File: src/rtl/meter_bus_frame_receiver_macros.svh
// Assertion macros for the meter-bus frame receiver.
// Uses i_clk and i_rst_n of the including module; no other dependencies.
`ifndef METER_BUS_FRAME_RECEIVER_MACROS_SVH
`define METER_BUS_FRAME_RECEIVER_MACROS_SVH

// Same-cycle implication, checked out of reset.
`define MBFR_ASSERT_NOW(lbl, ante, cons) \
    lbl: assert property (@(posedge i_clk) disable iff (!i_rst_n) (ante) |-> (cons)) \
        else $error("mbfr check failed");

// Next-cycle implication, checked out of reset.
`define MBFR_ASSERT_NEXT(lbl, ante, cons) \
    lbl: assert property (@(posedge i_clk) disable iff (!i_rst_n) (ante) |=> (cons)) \
        else $error("mbfr check failed");

`endif

File: src/rtl/mbfr_pkg.sv
// Shared constants, codes and types for the meter-bus frame receiver.
// No dependencies.
`timescale 1ns / 1ps

package mbfr_pkg;

    localparam int AddrBytes = 7;
    localparam int AddrWidth = AddrBytes * 8;
    localparam int AddrIdxW  = (AddrBytes > 1) ? $clog2(AddrBytes) : 1;

    localparam logic [7:0] SofByte = 8'h68;
    localparam logic [7:0] EofByte = 8'h16;

    localparam logic [7:0] DevTypeRst = 8'h25;
    localparam logic [7:0] CtrlRst    = 8'h81;
    localparam logic [7:0] MaxLenRst  = 8'h60;

    localparam int CfgIdxW  = 2;
    localparam int CfgDataW = AddrWidth;
    localparam logic [CfgIdxW-1:0] CfgMeterAddr = 2'd0;
    localparam logic [CfgIdxW-1:0] CfgDevType   = 2'd1;
    localparam logic [CfgIdxW-1:0] CfgControl   = 2'd2;
    localparam logic [CfgIdxW-1:0] CfgMaxLen    = 2'd3;

    localparam logic [3:0] StBusy     = 4'd0;
    localparam logic [3:0] StOk       = 4'd1;
    localparam logic [3:0] StStart    = 4'd2;
    localparam logic [3:0] StDevice   = 4'd3;
    localparam logic [3:0] StAddress  = 4'd4;
    localparam logic [3:0] StControl  = 4'd5;
    localparam logic [3:0] StLength   = 4'd6;
    localparam logic [3:0] StChecksum = 4'd7;
    localparam logic [3:0] StEndErr   = 4'd8;

    // One classified byte as it sits in the queue.
    typedef struct packed {
        logic [7:0] data;
        logic       is_sof;
        logic       is_eof;
        logic       dev_ok;
        logic       ctrl_ok;
        logic       len_ok;
        logic       len_zero;
    } t_item;

    // One result beat.
    typedef struct packed {
        logic [3:0]  status;
        logic        payload_valid;
        logic [7:0]  payload_byte;
        logic [7:0]  payload_index;
        logic [15:0] data_identifier;
        logic [7:0]  sequence_number;
        logic [7:0]  data_length;
    } t_result;

endpackage

File: src/rtl/meter_bus_frame_receiver.sv
// Top level of the meter-bus frame receiver: config registers, front, queue, back.
// Depends on mbfr_pkg, mbfr_front, mbfr_queue, mbfr_back and the macros header.
`timescale 1ns / 1ps
//
// Channel   Direction  Handshake                 Beat contents
// --------  ---------  ------------------------  ------------------------------------
// in        sink       i_in_valid / o_in_ready   i_rx_byte
// out       source     o_out_valid / i_out_ready status, payload and captured fields
// cfg       sink       i_cfg_we (no wait)        i_cfg_index, i_cfg_wdata
//
// Every input beat yields exactly one output beat. A byte accepted into the queue is
// popped from there into the result register, and its beat is then offered on the out
// channel. Sustained rate is one beat per cycle while the output side takes every beat:
// the frame state machine in the back end retires one queued byte per cycle and the
// output register frees as it is taken. A two-entry queue sits between the classifier
// and the state machine, so a stall on the output side backs up into the queue before
// o_in_ready drops.
// Reset (synchronous, active low) clears the queue, the output valid and all frame
// state; config registers return to their documented defaults.

`include "meter_bus_frame_receiver_macros.svh"

module meter_bus_frame_receiver (
    input  logic                          i_clk,
    input  logic                          i_rst_n,
    input  logic                          i_cfg_we,
    input  logic [mbfr_pkg::CfgIdxW-1:0]  i_cfg_index,
    input  logic [mbfr_pkg::CfgDataW-1:0] i_cfg_wdata,
    input  logic                          i_in_valid,
    output logic                          o_in_ready,
    input  logic [7:0]                    i_rx_byte,
    output logic                          o_out_valid,
    input  logic                          i_out_ready,
    output logic [3:0]                    o_status,
    output logic                          o_payload_valid,
    output logic [7:0]                    o_payload_byte,
    output logic [7:0]                    o_payload_index,
    output logic [15:0]                   o_data_identifier,
    output logic [7:0]                    o_sequence_number,
    output logic [7:0]                    o_data_length
);
    import mbfr_pkg::*;

    // Config registers
    logic [AddrWidth-1:0] r_meter_address;
    logic [7:0]           r_dev_type;
    logic [7:0]           r_control;
    logic [7:0]           r_max_len;

    logic    w_push;
    logic    w_q_ready;
    logic    w_q_valid;
    logic    w_pop;
    t_item   w_front_item;
    t_item   w_q_item;
    t_result w_result;

    // Hold config until written; write only while the frame path is idle.
    always_ff @(posedge i_clk) begin
        if (!i_rst_n) begin
            r_meter_address <= '0;
            r_dev_type      <= DevTypeRst;
            r_control       <= CtrlRst;
            r_max_len       <= MaxLenRst;
        end else if (i_cfg_we) begin
            case (i_cfg_index)
                CfgMeterAddr: r_meter_address <= i_cfg_wdata[AddrWidth-1:0];
                CfgDevType:   r_dev_type      <= i_cfg_wdata[7:0];
                CfgControl:   r_control       <= i_cfg_wdata[7:0];
                CfgMaxLen:    r_max_len       <= i_cfg_wdata[7:0];
                default:      r_max_len       <= r_max_len;
            endcase
        end
    end

    // Classify each accepted beat against the fixed and configured bytes.
    mbfr_front u_front (
        .i_in_valid (i_in_valid),
        .i_rx_byte  (i_rx_byte),
        .i_dev_type (r_dev_type),
        .i_control  (r_control),
        .i_max_len  (r_max_len),
        .i_q_ready  (w_q_ready),
        .o_in_ready (o_in_ready),
        .o_push     (w_push),
        .o_item     (w_front_item)
    );

    // Decouple the classifier from the state machine.
    mbfr_queue u_queue (
        .i_clk   (i_clk),
        .i_rst_n (i_rst_n),
        .i_push  (w_push),
        .i_item  (w_front_item),
        .o_ready (w_q_ready),
        .i_pop   (w_pop),
        .o_valid (w_q_valid),
        .o_item  (w_q_item)
    );

    // Walk the frame and register one result beat per byte.
    mbfr_back u_back (
        .i_clk           (i_clk),
        .i_rst_n         (i_rst_n),
        .i_item_valid    (w_q_valid),
        .i_item          (w_q_item),
        .o_pop           (w_pop),
        .i_meter_address (r_meter_address),
        .i_out_ready     (i_out_ready),
        .o_out_valid     (o_out_valid),
        .o_result        (w_result)
    );

    assign o_status          = w_result.status;
    assign o_payload_valid   = w_result.payload_valid;
    assign o_payload_byte    = w_result.payload_byte;
    assign o_payload_index   = w_result.payload_index;
    assign o_data_identifier = w_result.data_identifier;
    assign o_sequence_number = w_result.sequence_number;
    assign o_data_length     = w_result.data_length;

    // A pop must take a queued byte.
    `MBFR_ASSERT_NOW(a_pop_needs_item, w_pop, w_q_valid)
    // A payload beat only appears while the frame is still in progress.
    `MBFR_ASSERT_NOW(a_payload_busy, o_out_valid && o_payload_valid, o_status == StBusy)
    // Captured fields are zero except on a good frame.
    `MBFR_ASSERT_NOW(a_capture_only_ok, o_out_valid && o_status != StOk,
        o_data_length == 8'd0 && o_data_identifier == 16'd0 && o_sequence_number == 8'd0)
    // A popped byte always shows up as an output beat next cycle.
    `MBFR_ASSERT_NEXT(a_pop_gives_beat, w_pop, o_out_valid)

endmodule

File: src/rtl/mbfr_front.sv
// Front end: classify each incoming byte against the fixed frame bytes and config.
// Depends on mbfr_pkg.
`timescale 1ns / 1ps

module mbfr_front (
    input  logic            i_in_valid,
    input  logic [7:0]      i_rx_byte,
    input  logic [7:0]      i_dev_type,
    input  logic [7:0]      i_control,
    input  logic [7:0]      i_max_len,
    input  logic            i_q_ready,
    output logic            o_in_ready,
    output logic            o_push,
    output mbfr_pkg::t_item o_item
);
    import mbfr_pkg::*;

    assign o_in_ready = i_q_ready;
    assign o_push     = i_in_valid & i_q_ready;

    always_comb begin
        o_item.data     = i_rx_byte;
        o_item.is_sof   = (i_rx_byte == SofByte);
        o_item.is_eof   = (i_rx_byte == EofByte);
        o_item.dev_ok   = (i_rx_byte == i_dev_type);
        o_item.ctrl_ok  = (i_rx_byte == i_control);
        o_item.len_ok   = (i_rx_byte <= i_max_len);
        o_item.len_zero = (i_rx_byte == 8'd0);
    end

endmodule

File: src/rtl/mbfr_queue.sv
// Two-entry queue of classified bytes between front and back.
// Depends on mbfr_pkg.
`timescale 1ns / 1ps

module mbfr_queue (
    input  logic            i_clk,
    input  logic            i_rst_n,
    input  logic            i_push,
    input  mbfr_pkg::t_item i_item,
    output logic            o_ready,
    input  logic            i_pop,
    output logic            o_valid,
    output mbfr_pkg::t_item o_item
);
    import mbfr_pkg::*;

    t_item      r_slot [2];
    logic       r_wptr;
    logic       r_rptr;
    logic [1:0] r_count;

    assign o_ready = (r_count != 2'd2);
    assign o_valid = (r_count != 2'd0);
    assign o_item  = r_slot[r_rptr];

    always_ff @(posedge i_clk) begin
        if (i_push) begin
            r_slot[r_wptr] <= i_item;
        end
    end

    always_ff @(posedge i_clk) begin
        if (!i_rst_n) begin
            r_wptr  <= 1'b0;
            r_rptr  <= 1'b0;
            r_count <= 2'd0;
        end else begin
            if (i_push) begin
                r_wptr <= ~r_wptr;
            end
            if (i_pop) begin
                r_rptr <= ~r_rptr;
            end
            case ({i_push, i_pop})
                2'b10:   r_count <= r_count + 2'd1;
                2'b01:   r_count <= r_count - 2'd1;
                default: r_count <= r_count;
            endcase
        end
    end

endmodule

File: src/rtl/mbfr_back.sv
// Back end: frame state machine, checksum, capture and registered result beat.
// Depends on mbfr_pkg.
`timescale 1ns / 1ps

module mbfr_back (
    input  logic                           i_clk,
    input  logic                           i_rst_n,
    input  logic                           i_item_valid,
    input  mbfr_pkg::t_item                i_item,
    output logic                           o_pop,
    input  logic [mbfr_pkg::AddrWidth-1:0] i_meter_address,
    input  logic                           i_out_ready,
    output logic                           o_out_valid,
    output mbfr_pkg::t_result              o_result
);
    import mbfr_pkg::*;

    localparam logic [2:0] PhStart = 3'd0;
    localparam logic [2:0] PhDev   = 3'd1;
    localparam logic [2:0] PhAddr  = 3'd2;
    localparam logic [2:0] PhCtrl  = 3'd3;
    localparam logic [2:0] PhLen   = 3'd4;
    localparam logic [2:0] PhData  = 3'd5;
    localparam logic [2:0] PhCheck = 3'd6;
    localparam logic [2:0] PhEnd   = 3'd7;

    logic [2:0]  r_phase, n_phase;
    logic [7:0]  r_sum, n_sum;
    logic [7:0]  r_count, n_count;
    logic [7:0]  r_len, n_len;
    logic [15:0] r_ident, n_ident;
    logic [7:0]  r_seq, n_seq;
    logic        r_out_valid;
    t_result     r_result;
    t_result     w_res;

    logic [AddrIdxW-1:0] w_k;
    logic [7:0]          w_want;
    logic [7:0]          w_sum_add;
    logic [7:0]          w_count_inc;

    assign o_pop       = i_item_valid & (~r_out_valid | i_out_ready);
    assign o_out_valid = r_out_valid;
    assign o_result    = r_result;

    assign w_k         = AddrIdxW'(r_count - 8'd1);
    assign w_want      = i_meter_address[8*w_k +: 8];
    assign w_sum_add   = r_sum + i_item.data;
    assign w_count_inc = r_count + 8'd1;

    always_comb begin
        n_phase = r_phase;
        n_sum   = r_sum;
        n_count = r_count;
        n_len   = r_len;
        n_ident = r_ident;
        n_seq   = r_seq;
        w_res   = '0;
        w_res.status = StBusy;
        if (o_pop) begin
            case (r_phase)
                PhStart: begin
                    if (!i_item.is_sof) begin
                        w_res.status = StStart;
                    end else begin
                        n_sum   = i_item.data;
                        n_ident = 16'd0;
                        n_seq   = 8'd0;
                        n_phase = PhDev;
                    end
                end
                PhDev: begin
                    if (!i_item.dev_ok) begin
                        w_res.status = StDevice;
                        n_phase      = PhStart;
                    end else begin
                        n_sum   = w_sum_add;
                        n_count = 8'(AddrBytes);
                        n_phase = PhAddr;
                    end
                end
                PhAddr: begin
                    if (r_count == 8'd0 || i_item.data != w_want) begin
                        w_res.status = StAddress;
                        n_phase      = PhStart;
                    end else begin
                        n_sum   = w_sum_add;
                        n_count = r_count - 8'd1;
                        if (r_count == 8'd1) begin
                            n_phase = PhCtrl;
                        end
                    end
                end
                PhCtrl: begin
                    if (!i_item.ctrl_ok) begin
                        w_res.status = StControl;
                        n_phase      = PhStart;
                    end else begin
                        n_sum   = w_sum_add;
                        n_phase = PhLen;
                    end
                end
                PhLen: begin
                    if (!i_item.len_ok) begin
                        w_res.status = StLength;
                        n_phase      = PhStart;
                    end else begin
                        n_sum   = w_sum_add;
                        n_len   = i_item.data;
                        n_count = 8'd0;
                        n_phase = i_item.len_zero ? PhCheck : PhData;
                    end
                end
                PhData: begin
                    n_sum = w_sum_add;
                    case (r_count)
                        8'd0:    n_ident[7:0]  = i_item.data;
                        8'd1:    n_ident[15:8] = i_item.data;
                        8'd2:    n_seq         = i_item.data;
                        default: begin
                            w_res.payload_valid = 1'b1;
                            w_res.payload_byte  = i_item.data;
                            w_res.payload_index = r_count - 8'd3;
                        end
                    endcase
                    n_count = w_count_inc;
                    if (w_count_inc == r_len) begin
                        n_phase = PhCheck;
                    end
                end
                PhCheck: begin
                    if (i_item.data != r_sum) begin
                        w_res.status = StChecksum;
                        n_phase      = PhStart;
                    end else begin
                        n_phase = PhEnd;
                    end
                end
                default: begin
                    n_phase = PhStart;
                    if (!i_item.is_eof) begin
                        w_res.status = StEndErr;
                    end else begin
                        w_res.status          = StOk;
                        w_res.data_identifier = r_ident;
                        w_res.sequence_number = r_seq;
                        w_res.data_length     = r_len;
                    end
                end
            endcase
        end
    end

    always_ff @(posedge i_clk) begin
        if (!i_rst_n) begin
            r_phase     <= PhStart;
            r_sum       <= 8'd0;
            r_count     <= 8'd0;
            r_len       <= 8'd0;
            r_ident     <= 16'd0;
            r_seq       <= 8'd0;
            r_out_valid <= 1'b0;
        end else begin
            r_phase <= n_phase;
            r_sum   <= n_sum;
            r_count <= n_count;
            r_len   <= n_len;
            r_ident <= n_ident;
            r_seq   <= n_seq;
            if (o_pop) begin
                r_out_valid <= 1'b1;
            end else if (i_out_ready) begin
                r_out_valid <= 1'b0;
            end
        end
    end

    always_ff @(posedge i_clk) begin
        if (o_pop) begin
            r_result <= w_res;
        end
    end

endmodule

File: config.mk
export PLATFORM = sky130hd
export DESIGN_NAME = meter_bus_frame_receiver
export DESIGN_NICKNAME = d
export VERILOG_FILES = /design/src/rtl/mbfr_pkg.sv /design/src/rtl/meter_bus_frame_receiver.sv /design/src/rtl/mbfr_front.sv /design/src/rtl/mbfr_queue.sv /design/src/rtl/mbfr_back.sv
export VERILOG_INCLUDE_DIRS = /design/src /design/src/rtl
export SDC_FILE = /design/constraint.sdc
export NUM_CORES = 1
export LEC_CHECK = 0
export BUFFER_PORTS_ARGS = -buffer_cell sky130_fd_sc_hd__buf_2
export CAP_MARGIN = 40
export CORE_ASPECT_RATIO = 0.6
export CORE_MARGIN = 3
export CORE_UTILIZATION = 50
export DETAILED_ROUTE_END_ITERATION = 16
export PLACE_DENSITY = 0.72
export SYNTH_ARGS = -nofsm -noshare
export SYNTH_HDL_FRONTEND = slang
export SYNTH_HIERARCHICAL = 1
export SYNTH_SLANG_ARGS = --single-unit
File: constraint.sdc
create_clock -name i_clk -period 7.6 [get_ports i_clk]
set_input_delay 0.38 -clock i_clk [delete_from_list [all_inputs] [get_ports i_clk]]
set_output_delay 0.38 -clock i_clk [all_outputs]
set_load 0.05 [all_outputs]
==> metrics <==
status finished, final reports clean; largest net degree at the start of global routing 83; Final Skew 0.0126 ns; min cycle time layout 3.63 ns; area share of the largest cell type after synthesis 25.6%; Simple-Gate Fraction of Synth Area 16.7%; clk_lat worst skew 0.50 ns; worst-path fanout max 22; Post-synth EDFFs 81; First DRT Iteration DRCs 747; Synth cell types 82; initial core utilization 52.2%; fmax 276 MHz; height of the die 119 µm; unrepaired setup endpoints after global routing no; Power Dens Cells 352 nW/µm²; H-tree Lvls 1; DR vias/cell 5.55; synthesized flop and latch total 218; Detailed Routing Iterations Pass 1 8; IO Port Bufs 125; crit-path cells inv_1 -> ha_1 -> buf_16 -> mux2_2 -> a221o_1 -> o21ai_0 -> xnor2_1 -> nor4_4 -> a31oi_4 -> a211o_1 -> a21oi_1; row count 40; num ports 126; vias 7741; post-CTS setup buffer count 0; setup ws final 3.97 ns; multiplexer share of the synthesized area 15.7%; final hold vios 0; clk root buf clkbuf_16; register area share after synthesis 48.3%; CP arrival 4.04 ns; DR WL/cell 18.7 µm; All-Layer GR Usage 22.0%; Compound-Gate Fraction of Synth Area 7.39%; Synth Area in Adders 2.52%; number of global-route vias before repair 7321; Fin Setup TNS 0 ns; Worst-Margin Slew 0.980 ns; Final Cycle Share 47.7%; ANT cells 0; Top FF cell, synth dfxtp_1; pre-CTS setup slack 4.01 ns; synthesized instance count 1023; HPWL Detailed 18600 µm; Syn Nets 1115; Crit path required time 8.01 ns; Hold Path Class in -> reg; Crit. End Element flop; Die Width 195 µm; critical path class reg -> reg; initial antenna violation count 0; Nets 1199; MaxCap Viol Count 0; largest cells by area after synthesis dfxtp_1 (26%), edfxtp_1 (23%), mux2i_1 (12%), nand2_1 (5.6%), xnor2_1 (3.4%); yosys warns 6; antenna viol nets, final 0; cell area after synthesis 10700 µm²; max-slew violation count 0; Clock Tree Buf Depth 3; async set or reset register ratio after synthesis 0%; Core Region 20500 µm²; Die ar. 23300 µm²; Rel. slew slack 34.2%; CTS Hold Bufs 0; Startpoint Class flop; Routed Wire Length 26100 µm; Area Growth Syn to Fin 12.8%; total CTS buffers 21; first-pass GRT wire length 41100 µm; CTS tree built; clock slew seen by the registers of the worst setup and hold paths 0.06 ns; VDD IR max 322 µV; cts repair resizes 0; main combinational cell family by area after synthesis simple AND/OR/NAND/NOR gates; leak pwr 4.85 nW; # setup viols final 0; Overall Power 4.25 mW; Synth area leader dfxtp_1; drt drc 0; routability-driven placement congestion ratio 0.915; Avg Inst Size Synth 10.5 µm²; CP max-delay cell dfxtp_1; Synth Area in XOR/XNOR 4.59%; share of post-route cells with drive strength above 1 19.1%; Clock Sinks 218; total grt overflow 0; slowest cell delay on critical path 0.56 ns
-- layout make-up --
| class | instances | area, µm² |
|---|---|---|
| fillers | 1725 | 8440 |
| flip-flops and latches | 218 | 5170 |
| multi-input cells | 709 | 5030 |
| repair buffers | 135 | 743 |
| clock buffers | 23 | 533 |
| well taps | 273 | 342 |
| clock inverters | 14 | 175 |
| inverters | 22 | 82.6 |
-- through the flow --
stage                     std cells  util, %  cell area (µm²)  hold slack [ns]
after floorplan                1023        -            10700            0.430
after global placement         1355     55.1            11300            0.446
after detailed placement       1357     55.4            11400            0.449
after CTS                      1394     58.9            12100            0.114
after global routing           1394     58.9            12100            0.124
final                          1394     58.9            12100            0.127
-- state kept, by name, summed over array words and instances, names as in the netlist, named ones only --
register,count
u_queue/r_slot,28
u_back/r_phase,3
r_control,8
u_queue/r_rptr,1
r_meter_address,56
u_back/r_len,8
u_back/r_seq,8
u_back/o_result,53
u_back/r_ident,16
u_queue/r_count,2
u_back/o_out_valid,1
u_back/r_sum,8
u_queue/r_wptr,1
r_dev_type,8
r_max_len,8
u_back/r_count,8
-- metal layers --
layer / vias to the layer above / track usage, % / wire length, µm
li1: 3719 / - / -
met1: 3683 / 36.6 / 13100
met2: 308 / 29.5 / 10300
met3: 31 / 4.13 / 2370
met4: 0 / 3.60 / 331
met5: - / 0 / 0
-- logic make-up after synthesis --
family / Yosys count
AOI/OAI and AO/OA: 111
xor gates and xnor gates: 54
adders and majority gates: 21
buffers and inverters: 96
DFF: 218
muxes: 155
and+or+nand+nor: 368
-- worst paths after layout --
path,start,end,slack (ns),cells past startpoint
setup / recovery,u_back/r_count[1],u_back/r_count[1],3.97,11
hold / removal,i_cfg_wdata[36],r_meter_address[36],0.13,3
setup reg to reg,u_back/r_count[1],u_back/r_count[1],3.97,11
hold reg to reg,r_max_len[7],r_max_len[7],0.46,2
-- critical path, delay by kind of cell (launching register included) --
family	cells	cell delay, ns
buffers and inverters	2	0.32
AOI/OAI and AO/OA	5	1.20
xor gates and xnor gates	1	0.13
and+or+nand+nor	1	0.51
muxes	1	0.34
DFF	1	0.56
adders and majority gates	1	0.46
-- synth_stat cells (4+ instances only) --
cell type and n:
mux2_1 10, nor3_1 6, buf_12 4, a21oi_2 4
or2_2 4, edfxtp_1 81, nor2b_1 11, nand2b_1 9
buf_4 14, xnor2_1 41, nand4_1 13, and3_1 11
mux4_2 7, and2_1 46, mux2_2 11, mux2i_1 126
o21ai_0 20, a211o_1 6, xor2_1 12, inv_1 21
o31ai_1 4, nor2_1 73, a22oi_1 4, dfxtp_1 137
clkbuf_1 42, nand2_1 159, buf_2 8, ha_1 20
a21oi_1 30, o22ai_1 8, or3_1 4, nor4_1 4
-- placed cells by master (no fill, tap or decap), drive strengths merged, types with 9 or more instances in the layout --
master / n
and3: 11
and2: 47
buf: 135
nand2b: 9
clkbuf: 23
edfxtp: 81
inv: 22
o21ai: 21
mux2i: 126
nand4: 13
ha: 20
dfxtp: 137
a21oi: 34
xnor2: 41
nor2: 73
xor2: 13
nand2: 159
mux2: 21
nor2b: 11
-- power breakdown --
| part | internal (mW) | switching, mW |
|---|---|---|
| Sequential | 1.44 | 0.125 |
| Combinational | 0.491 | 1.11 |
| Clock | 0.644 | 0.442 |
(Power assumes the default switching activity.)
